$ cat config.mk
export PLATFORM = sky130hd
export DESIGN_NAME = energy_zcr_word_detector_top
export DESIGN_NICKNAME = d
export VERILOG_FILES = /design/src/hw/rtl/ezwd_pkg.sv /design/src/hw/rtl/ezwd_front.sv /design/src/hw/rtl/ezwd_track.sv /design/src/hw/rtl/ezwd_decide.sv /design/src/hw/rtl/energy_zcr_word_detector_top.sv
export VERILOG_INCLUDE_DIRS = /design/src /design/src/hw/rtl
export SDC_FILE = /design/constraint.sdc
export NUM_CORES = 2
export LEC_CHECK = 0
export BUFFER_PORTS_ARGS = -buffer_cell sky130_fd_sc_hd__clkbuf_2
export CORE_ASPECT_RATIO = 0.6
export CORE_MARGIN = 1.5
export CORE_UTILIZATION = 40
export CTS_CLUSTER_DIAMETER = 50
export DETAILED_ROUTE_END_ITERATION = 10
export PLACE_DENSITY_LB_ADDON = 0.25
export SETUP_SLACK_MARGIN = 0.1
export SYNTH_ARGS = -nofsm -noshare
export SYNTH_HDL_FRONTEND = slang
export SYNTH_SLANG_ARGS = --single-unit
export TNS_END_PERCENT = 5
$ cat constraint.sdc
create_clock -name aclk -period 8.4 [get_ports aclk]
set_input_delay 0 -clock aclk [delete_from_list [all_inputs] [get_ports aclk]]
set_output_delay 0 -clock aclk [all_outputs]
set_load 0.01 [all_outputs]
$ cat src/hw/rtl/energy_zcr_word_detector_top_defines.svh
// Assertion macros for the energy / zero crossing word detector.
// All checks are clocked on aclk and held off while aresetn is low.
`ifndef ENERGY_ZCR_WORD_DETECTOR_TOP_DEFINES_SVH
`define ENERGY_ZCR_WORD_DETECTOR_TOP_DEFINES_SVH
`ifndef SYNTHESIS
// Same-cycle implication.
`define EZWD_ASSERT_NOW(label, ante, cons) \
    label: assert property (@(posedge aclk) disable iff (!aresetn) (ante) |-> cons) \
        else $error("ezwd: same-cycle check failed");
// Implication on the following cycle.
`define EZWD_ASSERT_NEXT(label, ante, cons) \
    label: assert property (@(posedge aclk) disable iff (!aresetn) (ante) |=> cons) \
        else $error("ezwd: next-cycle check failed");
`else
`define EZWD_ASSERT_NOW(label, ante, cons)
`define EZWD_ASSERT_NEXT(label, ante, cons)
`endif
`endif

$ cat src/hw/rtl/ezwd_pkg.sv
package ezwd_pkg;

    localparam int unsigned SampleW   = 16;
    localparam int unsigned PosW      = 16;
    localparam int unsigned FrameposW = 10;
    localparam int unsigned FlenW     = 11;
    localparam int unsigned EnergyW   = 41;
    localparam int unsigned SquareW   = 31;
    localparam int unsigned RateW     = 10;
    localparam int unsigned LenW      = PosW + 1;
    localparam int unsigned ScaledW   = 26;
    localparam int unsigned ProdW     = RateW + LenW;
    localparam int unsigned CfgIdxW   = 2;
    localparam int unsigned CfgDataW  = EnergyW;

    localparam int unsigned MaxFrame      = 1024;
    localparam int unsigned PermilleScale = 1000;

    localparam logic [EnergyW-1:0] ThresholdReset = EnergyW'(10000);
    localparam logic [RateW-1:0]   RateReset      = RateW'(70);
    localparam logic [FlenW-1:0]   FrameLenReset  = FlenW'(400);

    typedef enum logic [CfgIdxW-1:0] {
        CFG_LEVEL_LIMIT      = 2'd0,
        CFG_RATE_PERMILLE    = 2'd1,
        CFG_FRAME_LENGTH     = 2'd2
    } cfg_reg_t;

    // sample plus its square, handed from the front pipe to the tracker
    typedef struct packed {
        logic signed [SampleW-1:0] sample;
        logic                      last;
        logic [SquareW-1:0]        square;
    } sq_item_t;

    // per-recording summary handed from the tracker to the decision stage
    typedef struct packed {
        logic               speech_found;
        logic [PosW-1:0]    span_start;
        logic [PosW-1:0]    span_end;
        logic [PosW-1:0]    crossing_count;
        logic [LenW-1:0]    span_len;
    } span_t;

    // 0 acts as 1, anything above MaxFrame acts as MaxFrame
    function automatic logic [FlenW-1:0] clamp_frame_length(input logic [FlenW-1:0] v);
        logic [FlenW-1:0] r;
        if (v == '0) begin
            r = FlenW'(1);
        end else if (v > FlenW'(MaxFrame)) begin
            r = FlenW'(MaxFrame);
        end else begin
            r = v;
        end
        return r;
    endfunction

endpackage

$ cat src/hw/rtl/ezwd_front.sv
module ezwd_front (
    input  logic                                aclk,
    input  logic                                aresetn,
    input  logic                                s_valid,
    output logic                                s_ready,
    input  logic signed [ezwd_pkg::SampleW-1:0] s_sample,
    input  logic                                s_last,
    output logic                                item_valid,
    output ezwd_pkg::sq_item_t                  item,
    input  logic                                item_ready
);

    logic                                p1_valid_reg, p1_valid_next;
    logic signed [ezwd_pkg::SampleW-1:0] p1_sample_reg;
    logic                                p1_last_reg;
    logic                                p2_valid_reg, p2_valid_next;
    ezwd_pkg::sq_item_t                  p2_item_reg, p2_item_next;

    logic                                s_accept;
    logic                                p1_move;
    logic                                p2_free;
    logic signed [2*ezwd_pkg::SampleW-1:0] square_full;

    assign p2_free  = !p2_valid_reg || item_ready;
    assign p1_move  = p1_valid_reg && p2_free;
    assign s_ready  = !p1_valid_reg || p1_move;
    assign s_accept = s_valid && s_ready;

    assign square_full = p1_sample_reg * p1_sample_reg;

    always_comb begin
        p1_valid_next       = s_accept || (p1_valid_reg && !p1_move);
        p2_valid_next       = p1_move || (p2_valid_reg && !item_ready);
        p2_item_next.sample = p1_sample_reg;
        p2_item_next.last   = p1_last_reg;
        // square of a 16-bit value is at most 2^30
        p2_item_next.square = square_full[ezwd_pkg::SquareW-1:0];
    end

    always_ff @(posedge aclk) begin
        if (!aresetn) begin
            p1_valid_reg <= 1'b0;
            p2_valid_reg <= 1'b0;
        end else begin
            p1_valid_reg <= p1_valid_next;
            p2_valid_reg <= p2_valid_next;
        end
    end

    always_ff @(posedge aclk) begin
        if (s_accept) begin
            p1_sample_reg <= s_sample;
            p1_last_reg   <= s_last;
        end
        if (p1_move) begin
            p2_item_reg <= p2_item_next;
        end
    end

    assign item_valid = p2_valid_reg;
    assign item       = p2_item_reg;

endmodule

$ cat src/hw/rtl/ezwd_track.sv
module ezwd_track (
    input  logic                              aclk,
    input  logic                              aresetn,
    input  logic [ezwd_pkg::EnergyW-1:0]      level_limit,
    input  logic [ezwd_pkg::FlenW-1:0]        frame_length,
    input  logic                              item_valid,
    input  ezwd_pkg::sq_item_t                item,
    output logic                              item_ready,
    output logic                              res_valid,
    output ezwd_pkg::span_t                   res,
    input  logic                              res_ready
);

    logic [ezwd_pkg::EnergyW-1:0]        energy_sum_reg,  energy_sum_next;
    logic [ezwd_pkg::FrameposW-1:0]      frame_pos_reg,   frame_pos_next;
    logic [ezwd_pkg::PosW-1:0]           sample_pos_reg,  sample_pos_next;
    logic signed [ezwd_pkg::SampleW-1:0] prev_sample_reg, prev_sample_next;
    logic                                started_reg,     started_next;
    logic                                ended_reg,       ended_next;
    logic [ezwd_pkg::PosW-1:0]           start_pos_reg,   start_pos_next;
    logic [ezwd_pkg::PosW-1:0]           end_pos_reg,     end_pos_next;
    logic [ezwd_pkg::PosW-1:0]           total_cross_reg, total_cross_next;
    logic [ezwd_pkg::PosW-1:0]           span_cross_reg,  span_cross_next;
    logic [ezwd_pkg::FrameposW-1:0]      frame_cross_reg, frame_cross_next;

    logic                                accept;
    logic                                is_last;
    logic [ezwd_pkg::FlenW-1:0]          flen;
    logic                                crossing;
    logic [ezwd_pkg::PosW-1:0]           total_inc;
    logic [ezwd_pkg::PosW-1:0]           span_inc;
    logic [ezwd_pkg::FrameposW-1:0]      frame_inc;
    logic [ezwd_pkg::EnergyW-1:0]        sum_inc;
    logic                                frame_done;
    logic                                judge;
    logic [ezwd_pkg::PosW-1:0]           frame_start;
    logic                                start_hit;
    logic                                end_hit;
    logic [ezwd_pkg::PosW-1:0]           span_lo;
    logic [ezwd_pkg::PosW-1:0]           span_hi;

    // the top index of the position counter closes the recording on its own
    assign is_last    = item.last || (sample_pos_reg == '1);
    assign item_ready = !is_last || res_ready;
    assign res_valid  = item_valid && is_last;
    assign accept     = item_valid && item_ready;

    assign flen = ezwd_pkg::clamp_frame_length(frame_length);

    assign crossing = (sample_pos_reg != '0) &&
                      (((prev_sample_reg > 0) && (item.sample < 0)) ||
                       ((prev_sample_reg < 0) && (item.sample > 0)));

    assign total_inc = total_cross_reg + ezwd_pkg::PosW'(crossing);
    assign span_inc  = span_cross_reg +
                       ezwd_pkg::PosW'(crossing && started_reg && !ended_reg);
    assign frame_inc = frame_cross_reg +
                       ezwd_pkg::FrameposW'(crossing && (frame_pos_reg != '0));
    assign sum_inc   = energy_sum_reg + ezwd_pkg::EnergyW'(item.square);

    assign frame_done  = (ezwd_pkg::FlenW'(frame_pos_reg) + ezwd_pkg::FlenW'(1)) >= flen;
    assign judge       = frame_done && !is_last && !ended_reg;
    assign frame_start = sample_pos_reg - ezwd_pkg::PosW'(frame_pos_reg);
    assign start_hit   = judge && !started_reg && (sum_inc > level_limit);
    assign end_hit     = judge && started_reg && (sum_inc < level_limit);

    // summary as seen on the closing sample
    assign span_lo = started_reg ? start_pos_reg : '0;
    assign span_hi = ended_reg ? end_pos_reg : sample_pos_reg;

    always_comb begin
        res.speech_found   = started_reg;
        res.span_start     = span_lo;
        res.span_end       = span_hi;
        res.crossing_count = started_reg ? span_inc : total_inc;
        res.span_len       = ezwd_pkg::LenW'(span_hi) - ezwd_pkg::LenW'(span_lo) +
                             ezwd_pkg::LenW'(1);
    end

    always_comb begin
        energy_sum_next  = energy_sum_reg;
        frame_pos_next   = frame_pos_reg;
        sample_pos_next  = sample_pos_reg;
        prev_sample_next = prev_sample_reg;
        started_next     = started_reg;
        ended_next       = ended_reg;
        start_pos_next   = start_pos_reg;
        end_pos_next     = end_pos_reg;
        total_cross_next = total_cross_reg;
        span_cross_next  = span_cross_reg;
        frame_cross_next = frame_cross_reg;
        if (accept) begin
            if (is_last) begin
                energy_sum_next  = '0;
                frame_pos_next   = '0;
                sample_pos_next  = '0;
                prev_sample_next = '0;
                started_next     = 1'b0;
                ended_next       = 1'b0;
                start_pos_next   = '0;
                end_pos_next     = '0;
                total_cross_next = '0;
                span_cross_next  = '0;
                frame_cross_next = '0;
            end else begin
                total_cross_next = total_inc;
                if (start_hit) begin
                    started_next    = 1'b1;
                    start_pos_next  = frame_start;
                    span_cross_next = ezwd_pkg::PosW'(frame_inc);
                end else if (end_hit) begin
                    // crossings inside the end frame leave the span again
                    ended_next      = 1'b1;
                    end_pos_next    = frame_start;
                    span_cross_next = span_inc - ezwd_pkg::PosW'(frame_inc);
                end else begin
                    span_cross_next = span_inc;
                end
                if (frame_done) begin
                    energy_sum_next  = '0;
                    frame_pos_next   = '0;
                    frame_cross_next = '0;
                end else begin
                    energy_sum_next  = sum_inc;
                    frame_pos_next   = frame_pos_reg + ezwd_pkg::FrameposW'(1);
                    frame_cross_next = frame_inc;
                end
                prev_sample_next = item.sample;
                sample_pos_next  = sample_pos_reg + ezwd_pkg::PosW'(1);
            end
        end
    end

    always_ff @(posedge aclk) begin
        if (!aresetn) begin
            energy_sum_reg  <= '0;
            frame_pos_reg   <= '0;
            sample_pos_reg  <= '0;
            prev_sample_reg <= '0;
            started_reg     <= 1'b0;
            ended_reg       <= 1'b0;
            start_pos_reg   <= '0;
            end_pos_reg     <= '0;
            total_cross_reg <= '0;
            span_cross_reg  <= '0;
            frame_cross_reg <= '0;
        end else begin
            energy_sum_reg  <= energy_sum_next;
            frame_pos_reg   <= frame_pos_next;
            sample_pos_reg  <= sample_pos_next;
            prev_sample_reg <= prev_sample_next;
            started_reg     <= started_next;
            ended_reg       <= ended_next;
            start_pos_reg   <= start_pos_next;
            end_pos_reg     <= end_pos_next;
            total_cross_reg <= total_cross_next;
            span_cross_reg  <= span_cross_next;
            frame_cross_reg <= frame_cross_next;
        end
    end

endmodule

$ cat src/hw/rtl/ezwd_decide.sv
module ezwd_decide (
    input  logic                          aclk,
    input  logic                          aresetn,
    input  logic [ezwd_pkg::RateW-1:0]    crossing_rate_permille,
    input  logic                          res_valid,
    input  ezwd_pkg::span_t               res,
    output logic                          res_ready,
    output logic                          m_valid,
    input  logic                          m_ready,
    output logic                          m_word_is_yes,
    output logic                          m_speech_found,
    output logic [ezwd_pkg::PosW-1:0]     m_span_start,
    output logic [ezwd_pkg::PosW-1:0]     m_span_end,
    output logic [ezwd_pkg::PosW-1:0]     m_crossing_count
);

    logic                            c_valid_reg, c_valid_next;
    ezwd_pkg::span_t                 c_span_reg;
    logic                            m_valid_reg, m_valid_next;
    logic                            yes_reg;
    ezwd_pkg::span_t                 m_span_reg;

    logic                            out_free;
    logic                            c_move;
    logic                            c_load;
    logic [ezwd_pkg::ScaledW-1:0]    scaled_count;
    logic [ezwd_pkg::ProdW-1:0]      rate_times_len;
    logic                            yes;

    assign out_free  = !m_valid_reg || m_ready;
    assign c_move    = c_valid_reg && out_free;
    assign res_ready = !c_valid_reg || out_free;
    assign c_load    = res_valid && res_ready;

    // count*1000 against rate*length
    assign scaled_count   = ezwd_pkg::ScaledW'(c_span_reg.crossing_count) *
                            ezwd_pkg::ScaledW'(ezwd_pkg::PermilleScale);
    assign rate_times_len = ezwd_pkg::ProdW'(crossing_rate_permille) *
                            ezwd_pkg::ProdW'(c_span_reg.span_len);
    assign yes            = ezwd_pkg::ProdW'(scaled_count) > rate_times_len;

    assign c_valid_next = c_load || (c_valid_reg && !c_move);
    assign m_valid_next = c_move || (m_valid_reg && !m_ready);

    always_ff @(posedge aclk) begin
        if (!aresetn) begin
            c_valid_reg <= 1'b0;
            m_valid_reg <= 1'b0;
        end else begin
            c_valid_reg <= c_valid_next;
            m_valid_reg <= m_valid_next;
        end
    end

    always_ff @(posedge aclk) begin
        if (c_load) begin
            c_span_reg <= res;
        end
        if (c_move) begin
            m_span_reg <= c_span_reg;
            yes_reg    <= yes;
        end
    end

    assign m_valid          = m_valid_reg;
    assign m_word_is_yes    = yes_reg;
    assign m_speech_found   = m_span_reg.speech_found;
    assign m_span_start     = m_span_reg.span_start;
    assign m_span_end       = m_span_reg.span_end;
    assign m_crossing_count = m_span_reg.crossing_count;

endmodule

$ cat src/hw/rtl/energy_zcr_word_detector_top.sv
// Energy / zero crossing rate endpoint detector, one recording at a time.
// Input request (s_valid/s_ready): one signed 16-bit sample; s_last marks the
// final sample of a recording. Output request (m_valid/m_ready): one summary
// per recording (yes decision, speech flag, span start/end, crossing count).
// Config: cfg_we writes cfg_data into register cfg_index (0 energy
// threshold, 1 crossing rate in permille, 2 frame length). Write only while
// no recording is in flight.
// Throughput: one sample per cycle while the front pipe is not stalled. The
// per-sample state update (square-accumulate, frame judge, crossing count) is
// combinational into the tracker registers. Path: the final sample passes the
// input reg, square reg, decision reg and output reg before m_valid rises.
// Stall: a blocked output only backs up when a closing sample reaches the
// tracker while the decision and output stages are both full; ordinary samples
// keep flowing. s_ready drops only when the front pipe is full and stuck.
// Reset: aresetn (sync, active low) empties the pipe, clears the recording
// state and loads threshold 10000, rate 70 permille, frame length 400.
// A recording is closed at index 65535 even without s_last.
`include "energy_zcr_word_detector_top_defines.svh"

module energy_zcr_word_detector_top (
    input  logic                                 aclk,
    input  logic                                 aresetn,
    input  logic                                 s_valid,
    output logic                                 s_ready,
    input  logic signed [ezwd_pkg::SampleW-1:0]  s_sample,
    input  logic                                 s_last,
    output logic                                 m_valid,
    input  logic                                 m_ready,
    output logic                                 m_word_is_yes,
    output logic                                 m_speech_found,
    output logic [ezwd_pkg::PosW-1:0]            m_span_start,
    output logic [ezwd_pkg::PosW-1:0]            m_span_end,
    output logic [ezwd_pkg::PosW-1:0]            m_crossing_count,
    input  logic                                 cfg_we,
    input  logic [ezwd_pkg::CfgIdxW-1:0]         cfg_index,
    input  logic [ezwd_pkg::CfgDataW-1:0]        cfg_data
);

    // configuration registers
    logic [ezwd_pkg::EnergyW-1:0] threshold_reg, threshold_next;
    logic [ezwd_pkg::RateW-1:0]   rate_reg,      rate_next;
    logic [ezwd_pkg::FlenW-1:0]   flen_reg,      flen_next;

    // front pipe -> tracker
    logic                         f_item_valid;
    ezwd_pkg::sq_item_t           f_item;
    logic                         f_item_ready;

    // tracker -> decision
    logic                         res_valid;
    ezwd_pkg::span_t              res;
    logic                         res_ready;

    always_comb begin
        threshold_next = threshold_reg;
        rate_next      = rate_reg;
        flen_next      = flen_reg;
        if (cfg_we) begin
            case (ezwd_pkg::cfg_reg_t'(cfg_index))
                ezwd_pkg::CFG_LEVEL_LIMIT: begin
                    threshold_next = cfg_data;
                end
                ezwd_pkg::CFG_RATE_PERMILLE: begin
                    rate_next = cfg_data[ezwd_pkg::RateW-1:0];
                end
                ezwd_pkg::CFG_FRAME_LENGTH: begin
                    flen_next = cfg_data[ezwd_pkg::FlenW-1:0];
                end
                default: begin
                    // unmapped index, write dropped
                end
            endcase
        end
    end

    always_ff @(posedge aclk) begin
        if (!aresetn) begin
            threshold_reg <= ezwd_pkg::ThresholdReset;
            rate_reg      <= ezwd_pkg::RateReset;
            flen_reg      <= ezwd_pkg::FrameLenReset;
        end else begin
            threshold_reg <= threshold_next;
            rate_reg      <= rate_next;
            flen_reg      <= flen_next;
        end
    end

    // input register and squarer
    ezwd_front u_front (
        .aclk       (aclk),
        .aresetn    (aresetn),
        .s_valid    (s_valid),
        .s_ready    (s_ready),
        .s_sample   (s_sample),
        .s_last     (s_last),
        .item_valid (f_item_valid),
        .item       (f_item),
        .item_ready (f_item_ready)
    );

    // per-recording state: frame energy, endpoints, crossing counts
    ezwd_track u_track (
        .aclk             (aclk),
        .aresetn          (aresetn),
        .level_limit      (threshold_reg),
        .frame_length     (flen_reg),
        .item_valid       (f_item_valid),
        .item             (f_item),
        .item_ready       (f_item_ready),
        .res_valid        (res_valid),
        .res              (res),
        .res_ready        (res_ready)
    );

    // rate compare and output register
    ezwd_decide u_decide (
        .aclk                   (aclk),
        .aresetn                (aresetn),
        .crossing_rate_permille (rate_reg),
        .res_valid              (res_valid),
        .res                    (res),
        .res_ready              (res_ready),
        .m_valid                (m_valid),
        .m_ready                (m_ready),
        .m_word_is_yes          (m_word_is_yes),
        .m_speech_found         (m_speech_found),
        .m_span_start           (m_span_start),
        .m_span_end             (m_span_end),
        .m_crossing_count       (m_crossing_count)
    );

    // input backpressure only comes from a stuck item at the tracker
    `EZWD_ASSERT_NOW(a_stall_has_cause, !s_ready, (f_item_valid && !f_item_ready))
    // a summary taken by the decision stage reaches the output via the output reg
    `EZWD_ASSERT_NOW(a_summary_reaches_out, (res_valid && res_ready), ##2 m_valid)
    // the judged span is never empty or reversed
    `EZWD_ASSERT_NOW(a_span_ordered, res_valid, (res.span_end >= res.span_start && res.span_len != '0))

endmodule

==> results.py <==
metrics = {
    "detailed_routing": {
        "vias": 27410,
        "wire_per_inst_um": 18.2,
        "dr.first_iter.drc_count": 2128,
        "drcViolationCount": 0,
        "dr.pass1.iters": 6,
        "vias_per_cell": 5.10,
        "antenna_left": 0,
        "drt-total-wl_mm": 97.9,
    },
    "setup_path": {
        "cp_max_fo": 14,
        "arrival_ns": 8.07,
        "critPathCaptureType": "flop",
        "r2r_slack_ns": 0.70,
        "startpoint_type": "flop",
        "cp.required_ns": 8.77,
        "path_class": "reg2reg",
    },
    "pwr": {
        "combPwrFrac_pct": 67.8,
        "power_frac_seq_pct": 17.6,
        "p_switching_mw": 7.33,
        "p_sw_share_pct": 46.1,
        "peakVddDrop_v": 0.000876,
        "p_clk_share_pct": 14.6,
        "intPower_mw": 8.55,
        "power.density_nw_per_um2": 380,
        "leakagePower_nw": 18.8,
    },
    "clocking": {
        "clkTransAtPathRegs_ns": 0.07,
        "cts_buffer_depth": 3,
        "h-tree-depth": 2,
        "cts_tree": "done",
        "cts_made_buffers": 51,
        "cts_repair_resize_count": 0,
        "root_buffer": "clkbuf_16",
        "clock-sinks": 404,
        "clkLatencyLatePin_ns": 0.63,
    },
    "global_routing": {
        "grt_pass1_vias": 27231,
        "grt_use_total_pct": 21.2,
        "grt_first_pass_wirelength_mm": 158,
        "globalRouteOverflowTotal": 0,
        "antenna_found_initial": 5,
        "grt_max_degree": 85,
    },
    "placement": {
        "dpl.hpwl_mm": 76.4,
        "io_buffers": 116,
        "gp_congestion": 0.878,
        "pre_cts_ws_ns": 0.854,
    },
    "logic_synthesis": {
        "syn_inst": 3956,
        "ys_async_sr_fraction_pct": 0,
        "yosys-top-cells-area": "fa_1 22%, edfxtp_1 14%, ha_1 12%",
        "ys_ff_latch": 404,
        "synth_top_area_share_pct": 21.8,
        "synth-edff-count": 179,
        "syn-num-nets": 4792,
        "ys_warn_count": 0,
        "ys_seq_area_share_pct": 26.4,
        "synth_cell_types": 87,
        "synth_area_per_cell_um2": 9.46,
        "synth.largest_area_cell": "fa_1",
        "synth_ff_type": "dfxtp_1",
        "netlist_area_um2": 37400,
    },
    "sta": {
        "drv_slew": 0,
        "maxSlewHeadroom_pct": 26.4,
        "finalSetupViolations": 0,
        "rsz0062_at_grt": "no",
        "finalCritPeriodShare_pct": 91.7,
        "min_period_ns": 7.70,
        "tns_ns": 0,
        "fmax_mhz": 130,
        "setup_ws_ns": 0.701,
        "final_hold_viol_count": 0,
        "skew_ns": 0.0289,
        "tightest_slew_ns": 1.10,
    },
    "floorplanning": {
        "fp.dieH_um": 240,
        "initial_core_util_pct": 40.6,
        "coreArea_um2": 92200,
        "die-area_um2": 95400,
        "num_io_pins": 117,
        "die_w_um": 398,
        "num_rows": 86,
    },
    "cells_and_area": {
        "drive_gt1_share_pct": 7.03,
        "nets": 4931,
        "area_growth_pct": 11.8,
        "largest_reg_flops": 66,
    },
    "outcome": {
        "status": "complete, no violations",
    },
    "hold_path": {
        "hp-class": "in2reg",
    },
    "job": {
        "maxCapViolCount": 0,
    },
}
stage by stage:
stage / instance area (um2) / total power, mW / cells / utilization (%) / hold WS (ns)
2_1_floorplan: 37400 / 10.7 / 3956 / - / 0.0989
3_3_place_gp: 39200 / 13.4 / 5191 / 42.5 / 0.181
3_5_place_dp: 39200 / 13.3 / 5191 / 42.5 / 0.180
4_1_cts: 41800 / 15.8 / 5369 / 45.3 / 0.0349
5_1_grt: 41800 / 17.5 / 5372 / 45.3 / 0.0795
6_report: 41800 / 15.9 / 5374 / 45.3 / 0.0942
worst max-delay path, stage by stage (launching register included):
cell,delay [ns]
edfxtp_1,0.62
inv_1,0.40
nor2_1,0.14
fa_1,0.53
inv_1,0.06
fa_1,0.56
fa_1,0.45
fa_1,0.54
inv_1,0.05
fa_1,0.47
inv_1,0.05
fa_1,0.48
inv_1,0.04
ha_1,0.34
a2111oi_0,0.78
inv_1,0.18
o211ai_2,0.27
a31oi_1,0.31
a311o_1,0.44
and2_4,0.18
a311o_1,0.36
a21oi_2,0.15
xnor2_1,0.07
cells by family after synthesis:
kind of cell	Yosys count	share of synthesized area, %
AO/OA/AOI/OAI	665	11.8
XOR/XNOR	197	4.61
adder cells (fa/ha/maj)	771	34.0
buffers and inverters	718	7.30
flip-flops	404	26.4
multiplexers	26	0.769
AND/OR/NAND/NOR	1175	15.1
final cells by class:
| class | count | area [um2] |
|---|---|---|
| clock inverters | 39 | 425 |
| inverters | 577 | 2170 |
| fillers | 8794 | 50400 |
| clock buffers | 56 | 1340 |
| repair buffers | 227 | 1620 |
| well taps | 1232 | 1540 |
| diodes | 5 | 12.5 |
| multi-input cells | 2834 | 24800 |
| flip-flops and latches | 404 | 9880 |
layer usage:
layer  global-route usage (%)  share of wire [%]  up-vias  wire [um]
met2                     28.0                 38      704      37200
li1                         -                  -    13308          -
met4                     3.37                1.3        0       1290
met5                        0                  0        -          0
met1                     34.8                 54    13312      52500
met3                     4.17                7.1       86       6960
cell usage in the layout (no fill, tap or decap), types with 76 or more instances in the layout:
cell type / count
clkbuf_2: 115
a21oi_1: 146
and2_1: 165
a21boi_0: 86
ha_1: 363
inv_1: 574
xnor2_1: 125
nor2_1: 159
fa_1: 408
dlygate4sd3_1: 83
a21o_1: 76
dfxtp_1: 224
o21ai_0: 133
edfxtp_1: 179
nand2_1: 498
synth_stat cells (35+ instances only):
master	instances
clkbuf_1	119
edfxtp_1	179
dfxtp_1	225
nand3_1	68
and3_1	40
xor2_1	72
ha_1	363
and2_1	165
nor2_1	159
nand4_1	36
a21boi_0	86
a22oi_1	36
nor3_1	35
a21oi_1	146
a21o_1	76
inv_1	575
xnor2_1	125
nand2_1	498
fa_1	408
nor2b_1	74
o21ai_0	133
power by group through the flow:
| stage | combinational [mW] | clock, mW | sequential, mW |
|---|---|---|---|
| 2_1_floorplan | 7.91 | 0 | 2.75 |
| 3_3_place_gp | 10.5 | 0 | 2.83 |
| 3_5_place_dp | 10.5 | 0 | 2.82 |
| 4_1_cts | 10.7 | 2.38 | 2.79 |
| 5_1_grt | 12.2 | 2.45 | 2.80 |
| 6_report | 10.8 | 2.32 | 2.79 |
timing repair:
action,CTS,global route
endpoints found under the hold margin,108,0
buffers inserted,0,0
setup endpoints to repair,0,0
hold buffers,83,0
path summary, 6_finish.rpt:
check,start,to,cells past startpoint
worst max-delay path,u_front.p1_sample_reg[3],u_front.item[30],22
worst min-delay path,s_sample[13],u_front.p1_sample_reg[13],2
worst max register to register,u_front.p1_sample_reg[3],u_front.item[30],22
worst min register to register,u_decide.c_span_reg[58],u_decide.m_span_start[9],0
(Power assumes the default switching activity.)
